--- config.mk ---
export PLATFORM = sky130hd
export DESIGN_NAME = tcs_front_flat
export DESIGN_NICKNAME = d
export VERILOG_FILES = /design/src/rtl/core/tcs_pkg.sv /design/src/rtl/core/tcs_if.sv /design/src/rtl/core/tcs_front.sv /design/src/flat_wrapper.sv
export SDC_FILE = /design/constraint.sdc
export NUM_CORES = 1
export LEC_CHECK = 0
export BUFFER_PORTS_ARGS = -buffer_cell sky130_fd_sc_hd__clkbuf_2
export CORE_ASPECT_RATIO = 0.9
export CORE_UTILIZATION = 52
export CTS_CLUSTER_DIAMETER = 50
export DETAILED_ROUTE_END_ITERATION = 10
export PLACE_DENSITY = 0.79
export REMOVE_ABC_BUFFERS = 1
export SLEW_MARGIN = 20
export SYNTH_ARGS = -nofsm -noshare
export SYNTH_HDL_FRONTEND = slang
export SYNTH_SLANG_ARGS = --single-unit
--- constraint.sdc ---
create_clock -name clk -period 3 [get_ports clk]
set_input_delay 0.45 -clock clk [delete_from_list [all_inputs] [get_ports clk]]
set_output_delay 0.45 -clock clk [all_outputs]
set_load 0.05 [all_outputs]
--- src/rtl/core/tcs_pkg.sv ---
// Shared types, constants and helper functions of the text console scrollback engine.
package tcs_pkg;

  localparam int MAX_COLS = 128;
  localparam int MAX_ROWS = 64;
  localparam int LINES    = 512;

  localparam int COL_W  = $clog2(MAX_COLS);
  localparam int SLOT_W = $clog2(LINES);
  localparam int ADDR_W = SLOT_W + COL_W;
  localparam int DEPTH  = LINES * MAX_COLS;
  localparam int CELL_W = 16;

  localparam logic [7:0] RST_COLS = 8'd80;
  localparam logic [6:0] RST_ROWS = 7'd25;
  localparam logic [7:0] RST_ATTR = 8'h0F;

  localparam logic [7:0] CH_BS    = 8'd8;
  localparam logic [7:0] CH_LF    = 8'd10;
  localparam logic [7:0] CH_CR    = 8'd13;
  localparam logic [7:0] CH_SPACE = 8'h20;

  // configuration register indexes
  localparam logic [1:0] REG_COLUMNS = 2'd0;
  localparam logic [1:0] REG_ROWS    = 2'd1;
  localparam logic [1:0] REG_ATTR    = 2'd2;

  typedef enum logic [2:0] {
    CMD_CHAR   = 3'd0,
    CMD_PGUP   = 3'd1,
    CMD_PGDN   = 3'd2,
    CMD_BOTTOM = 3'd3,
    CMD_CLEAR  = 3'd4,
    CMD_CBACK  = 3'd5,
    CMD_GOTO   = 3'd6,
    CMD_READ   = 3'd7
  } cmd_t;

  typedef enum logic [3:0] {
    OP_PRINT  = 4'd0,
    OP_BS     = 4'd1,
    OP_NL     = 4'd2,
    OP_CR     = 4'd3,
    OP_PGUP   = 4'd4,
    OP_PGDN   = 4'd5,
    OP_BOTTOM = 4'd6,
    OP_CLEAR  = 4'd7,
    OP_CBACK  = 4'd8,
    OP_GOTO   = 4'd9,
    OP_READ   = 4'd10
  } op_t;

  typedef enum logic [1:0] {
    RET_WRITE = 2'd0,
    RET_NL    = 2'd1,
    RET_DONE  = 2'd2
  } ret_t;

  typedef enum logic [1:0] {
    BK_GROW  = 2'd0,
    BK_CLEAR = 2'd1,
    BK_INIT  = 2'd2
  } bkind_t;

  // effective configuration, already clamped
  typedef struct packed {
    logic [7:0] cols;
    logic [6:0] rws;
    logic [7:0] attr;
  } cfg_t;

  // classified command as it travels through the queue
  typedef struct packed {
    op_t        op;
    logic       pin;
    logic [7:0] ch;
    logic [7:0] attr;
    logic [COL_W-1:0] col;
    logic [5:0] row;
  } qcmd_t;

  function automatic logic [7:0] eff_cols(logic [7:0] c);
    if (c == 8'd0) return 8'd1;
    if (c > 8'(MAX_COLS)) return 8'(MAX_COLS);
    return c;
  endfunction

  function automatic logic [6:0] eff_rows(logic [6:0] r);
    if (r == 7'd0) return 7'd1;
    if (r > 7'(MAX_ROWS)) return 7'(MAX_ROWS);
    return r;
  endfunction

  function automatic logic [9:0] max_top(logic [9:0] held, logic [6:0] r);
    if (held > {3'b000, r}) return held - {3'b000, r};
    return 10'd0;
  endfunction

endpackage

--- src/rtl/core/tcs_if.sv ---
// Input and result channel interfaces of the text console scrollback engine.
interface tcs_in_if;
  logic       valid;
  logic       ready;
  logic [2:0] command;
  logic [7:0] char_code;
  logic       use_own_attribute;
  logic [7:0] item_attribute;
  logic [7:0] target_column;
  logic [7:0] target_row;

  modport source (output valid, command, char_code, use_own_attribute, item_attribute,
                  target_column, target_row, input ready);
  modport sink (input valid, command, char_code, use_own_attribute, item_attribute,
                target_column, target_row, output ready);
endinterface


--- src/rtl/core/tcs_front.sv ---
// Front end: accept words, classify them and hold them in a two-entry queue.
module tcs_front (
  input  logic           clk,
  input  logic           rst_n,
  tcs_in_if.sink         in_ch,
  input  tcs_pkg::cfg_t  cfg,
  output tcs_pkg::qcmd_t q_cmd,
  output logic           q_valid,
  input  logic           q_pop
);

  tcs_pkg::qcmd_t slot_r [2];
  logic           wptr_r, rptr_r;
  logic [1:0]     cnt_r;
  tcs_pkg::qcmd_t dec;
  logic           push;

  assign in_ch.ready = (cnt_r != 2'd2);
  assign push        = in_ch.valid && in_ch.ready;
  assign q_valid     = (cnt_r != 2'd0);
  assign q_cmd       = slot_r[rptr_r];

  always_comb begin
    dec.op   = tcs_pkg::OP_PRINT;
    dec.pin  = 1'b1;
    dec.ch   = in_ch.char_code;
    dec.attr = in_ch.use_own_attribute ? in_ch.item_attribute : cfg.attr;
    dec.col  = (in_ch.target_column < cfg.cols) ? in_ch.target_column[tcs_pkg::COL_W-1:0]
                                                : tcs_pkg::COL_W'(cfg.cols - 8'd1);
    dec.row  = ({1'b0, in_ch.target_row} < {2'b00, cfg.rws}) ? in_ch.target_row[5:0]
                                                             : 6'(cfg.rws - 7'd1);
    case (tcs_pkg::cmd_t'(in_ch.command))
      tcs_pkg::CMD_CHAR: begin
        if (in_ch.char_code == tcs_pkg::CH_BS) begin
          dec.op  = tcs_pkg::OP_BS;
          dec.pin = in_ch.use_own_attribute;
        end else if (in_ch.char_code == tcs_pkg::CH_LF) begin
          dec.op = tcs_pkg::OP_NL;
        end else if (in_ch.char_code == tcs_pkg::CH_CR) begin
          dec.op = tcs_pkg::OP_CR;
        end else begin
          dec.op = tcs_pkg::OP_PRINT;
        end
      end
      tcs_pkg::CMD_PGUP:   dec.op = tcs_pkg::OP_PGUP;
      tcs_pkg::CMD_PGDN:   dec.op = tcs_pkg::OP_PGDN;
      tcs_pkg::CMD_BOTTOM: dec.op = tcs_pkg::OP_BOTTOM;
      tcs_pkg::CMD_CLEAR:  dec.op = tcs_pkg::OP_CLEAR;
      tcs_pkg::CMD_CBACK:  dec.op = tcs_pkg::OP_CBACK;
      tcs_pkg::CMD_GOTO:   dec.op = tcs_pkg::OP_GOTO;
      default:             dec.op = tcs_pkg::OP_READ;
    endcase
  end

  always_ff @(posedge clk) begin
    if (push) begin
      slot_r[wptr_r] <= dec;
    end
  end

  always_ff @(posedge clk) begin
    if (!rst_n) begin
      wptr_r <= 1'b0;
      rptr_r <= 1'b0;
      cnt_r  <= 2'd0;
    end else begin
      if (push) begin
        wptr_r <= ~wptr_r;
      end
      if (q_pop) begin
        rptr_r <= ~rptr_r;
      end
      cnt_r <= cnt_r + {1'b0, push} - {1'b0, q_pop};
    end
  end

endmodule

--- src/flat_wrapper.sv ---
// flat-port wrapper written by rule: the top's interface ports become plain ports
module tcs_front_flat 
  (clk, rst_n, cfg, q_cmd, q_valid, q_pop, in_ch_valid, in_ch_command, in_ch_char_code, in_ch_use_own_attribute, in_ch_item_attribute, in_ch_target_column, in_ch_target_row, in_ch_ready);
  tcs_in_if in_ch_i ();
  input  logic clk;
  input  logic rst_n;
  input  tcs_pkg::cfg_t cfg;
  output tcs_pkg::qcmd_t q_cmd;
  output logic q_valid;
  input  logic q_pop;
  input wire logic [$bits(in_ch_i.valid)-1:0] in_ch_valid;
  input wire logic [$bits(in_ch_i.command)-1:0] in_ch_command;
  input wire logic [$bits(in_ch_i.char_code)-1:0] in_ch_char_code;
  input wire logic [$bits(in_ch_i.use_own_attribute)-1:0] in_ch_use_own_attribute;
  input wire logic [$bits(in_ch_i.item_attribute)-1:0] in_ch_item_attribute;
  input wire logic [$bits(in_ch_i.target_column)-1:0] in_ch_target_column;
  input wire logic [$bits(in_ch_i.target_row)-1:0] in_ch_target_row;
  output wire logic [$bits(in_ch_i.ready)-1:0] in_ch_ready;
  assign in_ch_i.valid = in_ch_valid;
  assign in_ch_i.command = in_ch_command;
  assign in_ch_i.char_code = in_ch_char_code;
  assign in_ch_i.use_own_attribute = in_ch_use_own_attribute;
  assign in_ch_i.item_attribute = in_ch_item_attribute;
  assign in_ch_i.target_column = in_ch_target_column;
  assign in_ch_i.target_row = in_ch_target_row;
  assign in_ch_ready = in_ch_i.ready;
  tcs_front u_core (.clk(clk), .rst_n(rst_n), .in_ch(in_ch_i), .cfg(cfg), .q_cmd(q_cmd), .q_valid(q_valid), .q_pop(q_pop));
endmodule
==> flow_metrics.tcl <==
set metrics [dict create \
    worstPathRequired_ns 2.55 \
    finalCritPeriodShare_pct 68.3 \
    r2r-start "u_core.cnt_r[0]" \
    cts_resized 0 \
    layout.nets 428 \
    avgRoutedWirePerCell_um 13.8 \
    final-hold-violation-count 0 \
    endpoint_kind "output port" \
    routed_via_density 4.97 \
    area_delta_synth_final_pct 23.3 \
    overflow 0 \
    reg2reg_depth 3 \
    firstDrtPassIters 6 \
    clk_latency_ns 0.33 \
    drv_cap 0 \
    cts_setup_buffers 0 \
    dp_hpwl_um 4410 \
    synthMuxAreaShare_pct 18.0 \
    yosysTopAreaCell "edfxtp_1" \
    grt_max_degree 36 \
    cts_root_buf "clkbuf_8" \
    drt_iter0_markers 87 \
    postCtsHoldBufs 0 \
    p_leak_uw 0.00183 \
    hold_class "in -> reg" \
    pin_count 99 \
    grt_setup_unrepaired "false" \
    cts_buffers 9 \
    postSynth.asyncResetShare_pct 0 \
    min_to "u_core.slot_r[0][28]" \
    crit_path_start_kind "flip-flop" \
    tns_ns 0 \
    peakVddDrop_mv 0.454 \
    path_cells "buf_4, mux2_2, clkbuf_2" \
    fp.dieH_um 80.1 \
    syn_area_um2 3520 \
    grt_pass1_wl_um 9340 \
    avgSynthCellArea_um2 14.6 \
    critPathMaxFanout 21 \
    min-delay-start "in_ch_char_code[7]" \
    min_period_ns 2.05 \
    fmax_mhz 488 \
    start_util_pct 53.8 \
    drive_gt1_share_pct 49.9 \
    grt_pass1_vias 2148 \
    r2r-end "u_core.slot_r[1][24]" \
    r2r_slack_ns 1.41 \
    timing.max_slew.rel_slack_pct 47.2 \
    fp.dieArea_um2 7110 \
    path_clk_slew_ns 0.07 \
    gp_congestion 0.814 \
    antenna_found_initial 0 \
    fin_util_pct 66.3 \
    ys_ff_latch 73 \
    final_common_cell "clkbuf_2" \
    synth_top_family_by_area "multiplexers" \
    diodes 0 \
    synth_edf_count 68 \
    yosysUniqueCellTypes 34 \
    core_area_um2 6550 \
    synth-adder-area-share_pct 6.04 \
    hold_ws_ns 0.322 \
    status "complete, no violations" \
    grt_usage_pct 17.9 \
    tightest_slew_ns 0.791 \
    drc 0 \
    yosys_warnings 0 \
    worstHoldPathCells 1 \
    yosysSeqAreaShare_pct 60.8 \
    ys.flop_type "edfxtp_1" \
    report.final.slew_viol_count 0 \
    critical_path_class "reg -> out" \
    clockBufferDepth 2 \
    fp.dieW_um 88.8 \
    portBuffers 98 \
    fin_worst_skew_ns 0.00896 \
    cts_tree "built" \
    crit_slowest_cell "mux2_2" \
    synth.area.top_cells "edfxtp_1 (58%), mux2_2 (15%), ha_1 (6.0%)" \
    synth-xor-area-share_pct 2.98 \
    synth-compound-area-share_pct 3.62 \
    power.density_nw_per_um2 709 \
    antenna_left 0 \
    synth-simple-area-share_pct 5.61 \
    cts.sink_count 73 \
    final_cell_mix "clkbuf_2 (98), edfxtp_1 (68), mux2_2 (48)" \
    vias 2203 \
    crit_path_max_incr_delay_ns 0.38 \
    synth_top_cell_area_share_pct 58.0 \
    finalWirelength_um 6120 \
    rows 28 \
    arrival_ns 1.60 \
    syn_inst 241 \
    h-tree-depth 3 \
    setup_viol 0 \
]
metrics by stage:
step | power (uW) | cell area, um^2 | setup WS, ns | std cells
2_1_floorplan | 2060 | 3500 | 0.223 | 236
5_1_grt | 3210 | 4340 | 0.855 | 443
6_report | 3080 | 4340 | 0.950 | 443
4_1_cts | 3110 | 4340 | 0.909 | 443
3_3_place_gp | 2270 | 4130 | 0.863 | 427
3_5_place_dp | 2300 | 4130 | 0.848 | 427
how the worst max path moves through the flow:
| stage | slack [ns] | start | cells past startpoint | end |
|---|---|---|---|---|
| finish | 0.95 | flip-flop | 3 | q_cmd[8] |
| global route | 0.85 | flip-flop | 3 | q_cmd[14] |
| CTS | 0.91 | flip-flop | 3 | q_cmd[14] |
| detailed placement | 0.85 | cfg[22] | 7 | u_core.slot_r[1][8] |
| global placement | 0.86 | cfg[22] | 7 | u_core.slot_r[0][12] |
| floorplan | 0.22 | u_core.cnt_r[0] | 4 | u_core.slot_r[0][0] |
logic make-up (layout without fill, tap and decap cells):
logic type | after synthesis | after routing
multiplexers | 55 | 55
XOR/XNOR | 12 | 12
buffers and inverters | 26 | 138
AO/OA/AOI/OAI | 17 | 17
flip-flops | 73 | 73
AND/OR/NAND/NOR | 41 | 41
adder cells (fa/ha/maj) | 17 | 17
layout make-up:
type | count | area [um^2]
Clock buffer | 10 | 128
Clock inverter | 6 | 82.6
Fill cell | 519 | 2210
Inverter | 21 | 78.8
Multi-Input combinational cell | 142 | 1290
Sequential cell | 73 | 2140
Tap cell | 90 | 113
Timing Repair Buffer | 101 | 513
routing by layer:
metal  track usage, %  wire, um  up-vias
met4             8.55        91        0
met3             5.45       461       10
met2             30.9      3060       66
met5                0         0        -
met1             20.0      2500     1032
li1                 -         -     1095
cells in the mapped netlist, types with 5 or more instances:
library cell	number
mux2_2	48
nor2_1	10
dfxtp_1	5
and2_1	5
ha_1	17
edfxtp_1	68
xnor2_1	9
nand3_1	5
nand2_1	9
mux2_4	5
inv_1	20
power breakdown:
| part | switching, uW | internal (uW) | total (uW) | leakage (uW) |
|---|---|---|---|---|
| combinational | 647 | 284 | 931 | 0.00105 |
| sequential | 37.6 | 1300 | 1340 | 0.000670 |
| clock | 348 | 464 | 813 | 0.000108 |
sequential cells by signal, summed over array words and instances, names as in the netlist, named ones only:
register,cells
u_core.slot_r,68
u_core.cnt_r,2
u_core.rptr_r,1
u_core.wptr_r,1
critical path: cells and delay by family, from the launching register on:
family	cells	cell delay (ns)
mux	1	0.38
flops	1	0.34
buf+inv	2	0.53
Note: power is estimated with default switching activity, not from simulation.
