$ cat src/rtl/core/tcs_pkg.sv
// Shared types, constants and helper functions of the text console scrollback engine.
package tcs_pkg;

  localparam int MAX_COLS = 128;
  localparam int MAX_ROWS = 64;
  localparam int LINES    = 512;

  localparam int COL_W  = $clog2(MAX_COLS);
  localparam int SLOT_W = $clog2(LINES);
  localparam int ADDR_W = SLOT_W + COL_W;
  localparam int DEPTH  = LINES * MAX_COLS;
  localparam int CELL_W = 16;

  localparam logic [7:0] RST_COLS = 8'd80;
  localparam logic [6:0] RST_ROWS = 7'd25;
  localparam logic [7:0] RST_ATTR = 8'h0F;

  localparam logic [7:0] CH_BS    = 8'd8;
  localparam logic [7:0] CH_LF    = 8'd10;
  localparam logic [7:0] CH_CR    = 8'd13;
  localparam logic [7:0] CH_SPACE = 8'h20;

  // configuration register indexes
  localparam logic [1:0] REG_COLUMNS = 2'd0;
  localparam logic [1:0] REG_ROWS    = 2'd1;
  localparam logic [1:0] REG_ATTR    = 2'd2;

  typedef enum logic [2:0] {
    CMD_CHAR   = 3'd0,
    CMD_PGUP   = 3'd1,
    CMD_PGDN   = 3'd2,
    CMD_BOTTOM = 3'd3,
    CMD_CLEAR  = 3'd4,
    CMD_CBACK  = 3'd5,
    CMD_GOTO   = 3'd6,
    CMD_READ   = 3'd7
  } cmd_t;

  typedef enum logic [3:0] {
    OP_PRINT  = 4'd0,
    OP_BS     = 4'd1,
    OP_NL     = 4'd2,
    OP_CR     = 4'd3,
    OP_PGUP   = 4'd4,
    OP_PGDN   = 4'd5,
    OP_BOTTOM = 4'd6,
    OP_CLEAR  = 4'd7,
    OP_CBACK  = 4'd8,
    OP_GOTO   = 4'd9,
    OP_READ   = 4'd10
  } op_t;

  typedef enum logic [1:0] {
    RET_WRITE = 2'd0,
    RET_NL    = 2'd1,
    RET_DONE  = 2'd2
  } ret_t;

  typedef enum logic [1:0] {
    BK_GROW  = 2'd0,
    BK_CLEAR = 2'd1,
    BK_INIT  = 2'd2
  } bkind_t;

  // effective configuration, already clamped
  typedef struct packed {
    logic [7:0] cols;
    logic [6:0] rws;
    logic [7:0] attr;
  } cfg_t;

  // classified command as it travels through the queue
  typedef struct packed {
    op_t        op;
    logic       pin;
    logic [7:0] ch;
    logic [7:0] attr;
    logic [COL_W-1:0] col;
    logic [5:0] row;
  } qcmd_t;

  function automatic logic [7:0] eff_cols(logic [7:0] c);
    if (c == 8'd0) return 8'd1;
    if (c > 8'(MAX_COLS)) return 8'(MAX_COLS);
    return c;
  endfunction

  function automatic logic [6:0] eff_rows(logic [6:0] r);
    if (r == 7'd0) return 7'd1;
    if (r > 7'(MAX_ROWS)) return 7'(MAX_ROWS);
    return r;
  endfunction

  function automatic logic [9:0] max_top(logic [9:0] held, logic [6:0] r);
    if (held > {3'b000, r}) return held - {3'b000, r};
    return 10'd0;
  endfunction

endpackage

$ cat src/rtl/core/tcs_if.sv


interface tcs_out_if;
  logic        valid;
  logic        ready;
  logic [6:0]  cursor_column;
  logic [5:0]  cursor_row;
  logic [8:0]  view_top_line;
  logic [9:0]  line_count;
  logic        following;
  logic [12:0] hw_cursor_position;
  logic [15:0] cell_value;

  modport source (output valid, cursor_column, cursor_row, view_top_line, line_count,
                  following, hw_cursor_position, cell_value, input ready);
  modport sink (input valid, cursor_column, cursor_row, view_top_line, line_count,
                following, hw_cursor_position, cell_value, output ready);
endinterface

$ cat src/rtl/core/tcs_back.sv
// Back end: sequencer that executes queued commands against the cell store.
module tcs_back (
  input  logic                        clk,
  input  logic                        rst_n,
  input  tcs_pkg::cfg_t               cfg,
  input  tcs_pkg::qcmd_t              q_cmd,
  input  logic                        q_valid,
  output logic                        q_pop,
  output logic                        ram_we,
  output logic [tcs_pkg::ADDR_W-1:0]  ram_waddr,
  output logic [tcs_pkg::CELL_W-1:0]  ram_wdata,
  output logic [tcs_pkg::ADDR_W-1:0]  ram_raddr,
  input  logic [tcs_pkg::CELL_W-1:0]  ram_rdata,
  tcs_out_if.source                   out_ch
);

  typedef enum logic [4:0] {
    S_IDLE  = 5'b00001,
    S_ENS   = 5'b00010,
    S_BLANK = 5'b00100,
    S_READ  = 5'b01000,
    S_DONE  = 5'b10000
  } state_t;

  localparam int CW = tcs_pkg::COL_W;
  localparam int SW = tcs_pkg::SLOT_W;

  state_t           state_r, state_nxt;
  logic [SW-1:0]    vt_r, vt_nxt, base_r, base_nxt, slot_r, slot_nxt;
  logic [9:0]       held_r, held_nxt, tgt_r, tgt_nxt;
  logic             follow_r, follow_nxt, wadv_r, wadv_nxt;
  logic [CW-1:0]    col_r, col_nxt, x_r, x_nxt, blast_r, blast_nxt;
  logic [5:0]       row_r, row_nxt;
  logic [7:0]       battr_r, battr_nxt, cattr_r, cattr_nxt;
  logic [15:0]      wcell_r, wcell_nxt, cell_r, cell_nxt;
  tcs_pkg::ret_t    ret_r, ret_nxt;
  tcs_pkg::bkind_t  bkind_r, bkind_nxt;

  logic             oval_r, load;
  logic [12:0]      hw;
  logic [9:0]       mt, line, sum10;
  logic [SW-1:0]    vt_e, vt1, b1;
  logic [9:0]       h1;
  logic             drop;
  logic [7:0]       c1;
  logic [CW-1:0]    cm1;
  logic [5:0]       rm1;

  assign cm1 = CW'(cfg.cols - 8'd1);
  assign rm1 = 6'(cfg.rws - 7'd1);
  assign mt  = tcs_pkg::max_top(held_r, cfg.rws);
  assign q_pop = (state_r == S_IDLE) && q_valid;
  assign load  = (state_r == S_DONE) && (!oval_r || out_ch.ready);

  always_comb begin
    state_nxt  = state_r;
    vt_nxt     = vt_r;
    base_nxt   = base_r;
    slot_nxt   = slot_r;
    held_nxt   = held_r;
    tgt_nxt    = tgt_r;
    follow_nxt = follow_r;
    wadv_nxt   = wadv_r;
    col_nxt    = col_r;
    x_nxt      = x_r;
    blast_nxt  = blast_r;
    row_nxt    = row_r;
    battr_nxt  = battr_r;
    cattr_nxt  = cattr_r;
    wcell_nxt  = wcell_r;
    cell_nxt   = cell_r;
    ret_nxt    = ret_r;
    bkind_nxt  = bkind_r;
    ram_we     = 1'b0;
    ram_waddr  = {slot_r, x_r};
    ram_wdata  = {battr_r, tcs_pkg::CH_SPACE};
    ram_raddr  = '0;
    vt_e       = vt_r;
    vt1        = vt_r;
    b1         = base_r;
    h1         = held_r;
    drop       = 1'b0;
    c1         = {1'b0, col_r} + 8'd1;
    line       = '0;
    sum10      = '0;

    case (state_r)
      S_IDLE: begin
        if (q_valid) begin
          cell_nxt = '0;
          state_nxt = S_DONE;
          // return the view to the bottom for character work that asks for it
          if (q_cmd.pin && !follow_r) begin
            vt_e = mt[SW-1:0];
          end
          case (q_cmd.op)
            tcs_pkg::OP_PRINT, tcs_pkg::OP_BS, tcs_pkg::OP_NL, tcs_pkg::OP_CR: begin
              vt_nxt = vt_e;
              if (q_cmd.pin) begin
                follow_nxt = 1'b1;
              end
              battr_nxt = cfg.attr;
              tgt_nxt   = {1'b0, vt_e} + {4'b0, row_r};
              ret_nxt   = tcs_pkg::RET_WRITE;
              if (q_cmd.op == tcs_pkg::OP_PRINT) begin
                battr_nxt = q_cmd.attr;
                cattr_nxt = q_cmd.attr;
                wcell_nxt = {q_cmd.attr, q_cmd.ch};
                wadv_nxt  = 1'b1;
                state_nxt = S_ENS;
              end else if (q_cmd.op == tcs_pkg::OP_BS) begin
                if (col_r != '0) begin
                  col_nxt   = col_r - 1'b1;
                  wcell_nxt = {cfg.attr, tcs_pkg::CH_SPACE};
                  wadv_nxt  = 1'b0;
                  state_nxt = S_ENS;
                end
              end else if (q_cmd.op == tcs_pkg::OP_NL) begin
                col_nxt   = '0;
                tgt_nxt   = {1'b0, vt_e} + {4'b0, row_r} + 10'd1;
                ret_nxt   = tcs_pkg::RET_NL;
                state_nxt = S_ENS;
              end else begin
                col_nxt = '0;
              end
            end
            tcs_pkg::OP_PGUP: begin
              follow_nxt = 1'b0;
              vt1 = ({1'b0, vt_r} > {3'b0, cfg.rws}) ? SW'({1'b0, vt_r} - {3'b0, cfg.rws})
                                                     : '0;
              vt_nxt = ({1'b0, vt1} > mt) ? mt[SW-1:0] : vt1;
            end
            tcs_pkg::OP_PGDN: begin
              sum10 = {1'b0, vt_r} + {3'b0, cfg.rws};
              if (sum10 >= mt) begin
                vt_nxt     = mt[SW-1:0];
                follow_nxt = 1'b1;
              end else begin
                vt_nxt = sum10[SW-1:0];
              end
            end
            tcs_pkg::OP_BOTTOM: begin
              follow_nxt = 1'b1;
              vt_nxt     = mt[SW-1:0];
            end
            tcs_pkg::OP_CLEAR: begin
              held_nxt   = 10'd1;
              vt_nxt     = '0;
              follow_nxt = 1'b1;
              col_nxt    = '0;
              row_nxt    = '0;
              slot_nxt   = base_r;
              x_nxt      = '0;
              blast_nxt  = cm1;
              battr_nxt  = cfg.attr;
              bkind_nxt  = tcs_pkg::BK_CLEAR;
              state_nxt  = S_BLANK;
            end
            tcs_pkg::OP_CBACK: begin
              if (col_r != '0) begin
                col_nxt = col_r - 1'b1;
              end else if (row_r != '0) begin
                row_nxt = row_r - 6'd1;
                col_nxt = cm1;
              end
            end
            tcs_pkg::OP_GOTO: begin
              col_nxt = q_cmd.col;
              row_nxt = q_cmd.row;
            end
            default: begin
              line = {1'b0, vt_r} + {4'b0, q_cmd.row};
              ram_raddr = {base_r + line[SW-1:0], q_cmd.col};
              if (line < held_r) begin
                state_nxt = S_READ;
              end else begin
                cell_nxt = {cfg.attr, tcs_pkg::CH_SPACE};
              end
            end
          endcase
        end
      end

      S_ENS: begin
        if (held_r <= tgt_r) begin
          // add one line; drop the oldest first when the ring is full
          drop = (held_r == 10'(tcs_pkg::LINES));
          if (drop) begin
            b1       = base_r + 1'b1;
            h1       = held_r - 10'd1;
            tgt_nxt  = tgt_r - 10'd1;
            vt_nxt   = (vt_r != '0) ? vt_r - 1'b1 : vt_r;
            base_nxt = b1;
            held_nxt = h1;
          end
          slot_nxt  = b1 + h1[SW-1:0];
          x_nxt     = '0;
          blast_nxt = cm1;
          bkind_nxt = tcs_pkg::BK_GROW;
          state_nxt = S_BLANK;
        end else begin
          case (ret_r)
            tcs_pkg::RET_WRITE: begin
              ram_we    = 1'b1;
              ram_waddr = {base_r + tgt_r[SW-1:0], col_r};
              ram_wdata = wcell_r;
              state_nxt = S_DONE;
              if (wadv_r) begin
                if (c1 >= cfg.cols) begin
                  col_nxt   = '0;
                  tgt_nxt   = {1'b0, vt_r} + {4'b0, row_r} + 10'd1;
                  state_nxt = S_ENS;
                  if ({1'b0, row_r} + 7'd1 >= cfg.rws) begin
                    battr_nxt = cfg.attr;
                    ret_nxt   = tcs_pkg::RET_NL;
                  end else begin
                    row_nxt   = row_r + 6'd1;
                    battr_nxt = cattr_r;
                    ret_nxt   = tcs_pkg::RET_DONE;
                  end
                end else begin
                  col_nxt = c1[CW-1:0];
                end
              end
            end
            tcs_pkg::RET_NL: begin
              sum10 = {1'b0, vt_r} + {3'b0, cfg.rws};
              if (tgt_r >= sum10) begin
                row_nxt = rm1;
                if (follow_r) begin
                  vt_nxt = mt[SW-1:0];
                end
              end else begin
                row_nxt = row_r + 6'd1;
              end
              state_nxt = S_DONE;
            end
            default: state_nxt = S_DONE;
          endcase
        end
      end

      S_BLANK: begin
        ram_we = 1'b1;
        if (x_r == blast_r) begin
          case (bkind_r)
            tcs_pkg::BK_GROW: begin
              held_nxt  = held_r + 10'd1;
              state_nxt = S_ENS;
            end
            tcs_pkg::BK_CLEAR: state_nxt = S_DONE;
            default:           state_nxt = S_IDLE;
          endcase
        end else begin
          x_nxt = x_r + 1'b1;
        end
      end

      S_READ: begin
        cell_nxt  = ram_rdata;
        state_nxt = S_DONE;
      end

      S_DONE: begin
        if (load) begin
          state_nxt = S_IDLE;
        end
      end

      default: state_nxt = S_IDLE;
    endcase
  end

  always_comb begin
    if (follow_r) begin
      hw = 13'({7'b0, row_r} * {5'b0, cfg.cols}) + 13'(col_r);
    end else begin
      hw = 13'(cfg.cols * cfg.rws - 15'd1);
    end
  end

  always_ff @(posedge clk) begin
    if (!rst_n) begin
      // blank line 0 with the reset width and attribute
      state_r  <= S_BLANK;
      vt_r     <= '0;
      base_r   <= '0;
      slot_r   <= '0;
      held_r   <= 10'd1;
      follow_r <= 1'b1;
      col_r    <= '0;
      row_r    <= '0;
      x_r      <= '0;
      blast_r  <= CW'(tcs_pkg::RST_COLS - 8'd1);
      battr_r  <= tcs_pkg::RST_ATTR;
      bkind_r  <= tcs_pkg::BK_INIT;
      oval_r   <= 1'b0;
    end else begin
      state_r  <= state_nxt;
      vt_r     <= vt_nxt;
      base_r   <= base_nxt;
      slot_r   <= slot_nxt;
      held_r   <= held_nxt;
      follow_r <= follow_nxt;
      col_r    <= col_nxt;
      row_r    <= row_nxt;
      x_r      <= x_nxt;
      blast_r  <= blast_nxt;
      battr_r  <= battr_nxt;
      bkind_r  <= bkind_nxt;
      if (load) begin
        oval_r <= 1'b1;
      end else if (out_ch.ready) begin
        oval_r <= 1'b0;
      end
    end
  end

  always_ff @(posedge clk) begin
    tgt_r   <= tgt_nxt;
    wadv_r  <= wadv_nxt;
    cattr_r <= cattr_nxt;
    wcell_r <= wcell_nxt;
    cell_r  <= cell_nxt;
    ret_r   <= ret_nxt;
    if (load) begin
      out_ch.cursor_column      <= col_r;
      out_ch.cursor_row         <= row_r;
      out_ch.view_top_line      <= vt_r;
      out_ch.line_count         <= held_r;
      out_ch.following          <= follow_r;
      out_ch.hw_cursor_position <= hw;
      out_ch.cell_value         <= cell_r;
    end
  end

  assign out_ch.valid = oval_r;

endmodule

$ cat src/flat_wrapper.sv
// flat-port wrapper written by rule: the top's interface ports become plain ports
module tcs_back_flat 
  (clk, rst_n, cfg, q_cmd, q_valid, q_pop, ram_we, ram_waddr, ram_wdata, ram_raddr, ram_rdata, out_ch_valid, out_ch_cursor_column, out_ch_cursor_row, out_ch_view_top_line, out_ch_line_count, out_ch_following, out_ch_hw_cursor_position, out_ch_cell_value, out_ch_ready);
  tcs_out_if out_ch_i ();
  input  logic clk;
  input  logic rst_n;
  input  tcs_pkg::cfg_t cfg;
  input  tcs_pkg::qcmd_t q_cmd;
  input  logic q_valid;
  output logic q_pop;
  output logic ram_we;
  output logic [tcs_pkg::ADDR_W-1:0] ram_waddr;
  output logic [tcs_pkg::CELL_W-1:0] ram_wdata;
  output logic [tcs_pkg::ADDR_W-1:0] ram_raddr;
  input  logic [tcs_pkg::CELL_W-1:0] ram_rdata;
  output wire logic [$bits(out_ch_i.valid)-1:0] out_ch_valid;
  output wire logic [$bits(out_ch_i.cursor_column)-1:0] out_ch_cursor_column;
  output wire logic [$bits(out_ch_i.cursor_row)-1:0] out_ch_cursor_row;
  output wire logic [$bits(out_ch_i.view_top_line)-1:0] out_ch_view_top_line;
  output wire logic [$bits(out_ch_i.line_count)-1:0] out_ch_line_count;
  output wire logic [$bits(out_ch_i.following)-1:0] out_ch_following;
  output wire logic [$bits(out_ch_i.hw_cursor_position)-1:0] out_ch_hw_cursor_position;
  output wire logic [$bits(out_ch_i.cell_value)-1:0] out_ch_cell_value;
  input wire logic [$bits(out_ch_i.ready)-1:0] out_ch_ready;
  assign out_ch_valid = out_ch_i.valid;
  assign out_ch_cursor_column = out_ch_i.cursor_column;
  assign out_ch_cursor_row = out_ch_i.cursor_row;
  assign out_ch_view_top_line = out_ch_i.view_top_line;
  assign out_ch_line_count = out_ch_i.line_count;
  assign out_ch_following = out_ch_i.following;
  assign out_ch_hw_cursor_position = out_ch_i.hw_cursor_position;
  assign out_ch_cell_value = out_ch_i.cell_value;
  assign out_ch_i.ready = out_ch_ready;
  tcs_back u_core (.clk(clk), .rst_n(rst_n), .cfg(cfg), .q_cmd(q_cmd), .q_valid(q_valid), .q_pop(q_pop), .ram_we(ram_we), .ram_waddr(ram_waddr), .ram_wdata(ram_wdata), .ram_raddr(ram_raddr), .ram_rdata(ram_rdata), .out_ch(out_ch_i));
endmodule
$ cat config.mk
export PLATFORM = sky130hd
export DESIGN_NAME = tcs_back_flat
export DESIGN_NICKNAME = d
export VERILOG_FILES = /design/src/rtl/core/tcs_pkg.sv /design/src/rtl/core/tcs_if.sv /design/src/rtl/core/tcs_back.sv /design/src/flat_wrapper.sv
export SDC_FILE = /design/constraint.sdc
export NUM_CORES = 1
export LEC_CHECK = 0
export ABC_AREA = 1
export BUFFER_PORTS_ARGS = -buffer_cell sky130_fd_sc_hd__clkbuf_2
export CAP_MARGIN = 10
export CORE_MARGIN = 1.5
export CORE_UTILIZATION = 50
export CTS_BUF_LIST = sky130_fd_sc_hd__clkbuf_8
export CTS_CLUSTER_SIZE = 28
export DETAILED_ROUTE_END_ITERATION = 8
export PLACE_DENSITY = 0.78
export SKIP_CTS_REPAIR_TIMING = 1
export SLEW_MARGIN = 20
export SYNTH_ARGS = -nofsm -noshare
export SYNTH_HDL_FRONTEND = slang
export SYNTH_SLANG_ARGS = --single-unit
$ cat constraint.sdc
create_clock -name clk -period 8.05 [get_ports clk]
set_input_delay 1.2075 -clock clk [delete_from_list [all_inputs] [get_ports clk]]
set_output_delay 1.2075 -clock clk [all_outputs]
set_load 0.005 [all_outputs]
==> flow_summary.yaml <==
floorplanning:
  die_h_um: 198
  pin_count: 190
  die_area_um2: 39100
  die_x_um: 198
  start_util: 0.505
  core_um2: 37500
  rows: 71
sta:
  worst_slew_pin_slew_ns: 1.01
  slew_viol_final: 0
  skew_ns: 0.0225
  slew_headroom: 0.328
  layout_min_cycle_time_ns: 5.36
  fin_crit_sh: 0.666
  tns_ns: 0
  hold_viol: 0
  rsz0062_at_grt: "no"
  setup_viol: 0
  fmax_mhz: 187
drt:
  routed_via_density: 5.57
  vias: 18100
  route.detailed.drc: 0
  wirelength_mm: 58.4
  drt-initial-drc-count: 1930
  routedWlPerCell_um: 17.9
  firstDrtPassIters: 8
  drtAntennaViolNets: 0
synthesis:
  ys_seq_area_frac: 0.268
  synth-edff-count: 115
  syn-instance-count: 2582
  syn_avg_cell_area_um2: 7.34
  ys_ff_latch: 196
  syn-num-nets: 2928
  netlist_area_um2: 18900
  yosysWarnings: 0
  yosys_most_used_dff: "edfxtp_1"
  synthArstFlopShare: 0
  yosysUniqueCellTypes: 63
layout:
  syn_to_final_growth_pct: 9.28
  stdcell_count: 3253
  drive_gt1_frac: 0.116
  mostFrequentLayoutCell: "nand2_1"
  layout_common_cells: "nand2_1 (560), inv_1 (428), ha_1 (198)"
  multiInputGateArea_um2: 11800
  regArea_um2: 5070
  nFillCells: 3583
  layout.nets: 3072
power_and_ir_drop:
  combPwrFrac: 0.314
  p_seq_frac: 0.425
  leakagePower_nw: 10.6
  internal_power_mw: 1.59
  pwr-share-clk: 0.261
  peakVddDrop_mv: 0.171
  p_switching_mw: 0.977
  pwr_density_cell_nw_per_um2: 124
  swShare: 0.381
critical_path:
  critical_path.top_delay_family: "adder cells"
  max_stage_delay_ns: 0.62
  required_ns: 6.84
  path_common_cell: "nand2_1"
  end_kind: "output port"
  worstPathArrival_ns: 4.15
  crit_chain: "clkbuf_2 > ha_1 > fa_1 > inv_1 > fa_1 > o211ai_1 > nand2_1 > nand2_1 > a21o_1 > nand2_1 > nand2_1 > a21o_1 > nor2_1 > nor3b_1 > clkbuf_2"
  critPathKind: "primary input to output port"
  crit_slowest_cell: "fa_1"
  crit_buf_inv: 3
  crit_fanout: 3
  startpoint_type: "primary input"
flow_run:
  max_cap_violations: 0
grt:
  grt_pass1_vias: 17300
  antenna_found_initial: 4
  grt_max_degree: 49
  grt_overflow: 0
  grt.total_usage: 0.299
  grt_pass1_wl_mm: 90.9
place:
  gp_congestion: 0.985
  port_buffers: 189
  place_inst: 3218
  dp_hpwl_mm: 45.3
clocking:
  root_buffer: "clkbuf_8"
  cts_buffer_depth: 2
  cts_tree: "yes"
  cts_made_buffers: 17
  clock_latency_ns: 0.54
  htreeDepth: 4
  clk_pin_slew_ns: 0.10
  clock_sinks: 196
min_path:
  hold_path_class: "flop to flop"
run_status:
  status: "complete, no violations"
[metal layers]
layer	GRT usage	up-vias	wire length, um
met3	0.0476	159	4690
li1	-	8688	-
met1	0.389	8429	24100
met4	0.128	4	2310
met2	0.492	854	27200
met5	0	-	23
[power groups by stage]
stage / Combinational (mW) / Sequential, mW / Clock, mW
final: 0.806 / 1.09 / 0.669
after global routing: 0.914 / 1.09 / 0.707
after CTS: 0.796 / 1.09 / 0.678
after detailed placement: 0.788 / 1.11 / 0
after global placement: 0.769 / 1.11 / 0
after floorplan: 0.581 / 1.10 / 0
[logic make-up after synthesis]
family	share of synthesized area
fa+ha+maj	0.206
mux	0.00112
flops	0.268
compound gates	0.140
simple gates	0.233
buf+inv	0.108
xor+xnor	0.0444
[registers in the layout (all words and copies together), names as in the netlist, 2 cells and up]
name and count:
u_core.state_r 5, u_core.cell_r 16, u_core.ret_r 2, u_core.row_r 6, u_core.battr_r 8, u_core.out_ch.view_top_line 9
u_core.out_ch.cell_value 16, u_core.bkind_r 2, u_core.held_r 10, u_core.out_ch.hw_cursor_position 13, u_core.col_r 7, u_core.slot_r 9
u_core.out_ch.cursor_column 7, u_core.blast_r 7, u_core.cattr_r 8, u_core.base_r 9, u_core.vt_r 9, u_core.tgt_r 10
u_core.out_ch.cursor_row 6, u_core.x_r 7, u_core.wcell_r 16, u_core.out_ch.line_count 10
[path summary, 6_finish.rpt]
kind,from,endpoint,slack (ns),cells after the start
worst max-delay path,q_cmd[0],ram_raddr[15],2.69,15
worst min-delay path,u_core.cell_r[7]$_SDFFCE_PN0P_,u_core.out_ch.cell_value[7]$_DFFE_PP_,0.43,0
worst max register to register,u_core.row_r[2]$_SDFFE_PN0P_,u_core.out_ch.hw_cursor_position[12]$_DFFE_PP_,2.91,23
worst min register to register,u_core.cell_r[7]$_SDFFCE_PN0P_,u_core.out_ch.cell_value[7]$_DFFE_PP_,0.43,0
[cells in the mapped netlist (3+ instances only)]
master    count  area share
nand2_1     560        0.11
inv_1       428       0.085
ha_1        198        0.13
nor2_1      198       0.039
o21ai_0     183       0.048
a21oi_1     181       0.048
edfxtp_1    115        0.18
nand3_1     115       0.030
dfxtp_1      81       0.086
xor2_1       75       0.035
fa_1         71       0.075
clkbuf_1     50      0.0099
nand4_1      33       0.011
nor3_1       32      0.0085
inv_2        22      0.0044
xnor2_1      21      0.0097
o211ai_1     17      0.0067
buf_2        16      0.0042
o21ai_1      14      0.0037
a211oi_1     13      0.0052
o22ai_1      12      0.0040
a31oi_1      11      0.0036
nand2_2      11      0.0036
a22oi_1       8      0.0032
nand2_4       8      0.0048
nor2_2        8      0.0026
o21a_1        8      0.0032
nand3_2       7      0.0037
clkinv_1      6      0.0012
nor2_4        6      0.0036
nor3b_1       6      0.0024
o21bai_1      6      0.0024
or2_2         6      0.0020
nor3_2        5      0.0026
a21oi_2       4      0.0018
nand3b_1      4      0.0016
o221ai_1      4      0.0018
a21boi_0      3      0.0012
a21o_1        3      0.0012
o31ai_1       3      0.0012
[through the flow]
step / hold slack, ns / total power, mW / utilization / worst slack, ns / area, um2
after floorplan: 0.400 / 1.68 / - / 2.59 / 18900
after global placement: 0.400 / 1.88 / 0.541 / 2.40 / 20300
after detailed placement: 0.405 / 1.90 / 0.541 / 2.35 / 20300
after CTS: 0.431 / 2.56 / 0.552 / 2.79 / 20700
after global routing: 0.435 / 2.71 / 0.552 / 2.58 / 20700
final: 0.429 / 2.56 / 0.552 / 2.69 / 20700
[area by class of cell]
cell class                      count  share of cell area
Sequential cell                   196               0.245
Clock buffer                       17              0.0113
Antenna cell                        3            0.000363
Clock inverter                     15             0.00822
Inverter                          459              0.0837
Timing Repair Buffer              197              0.0486
Multi-Input combinational cell   1855               0.572
Tap cell                          511              0.0309
Note: power is estimated with default switching activity, not from simulation.
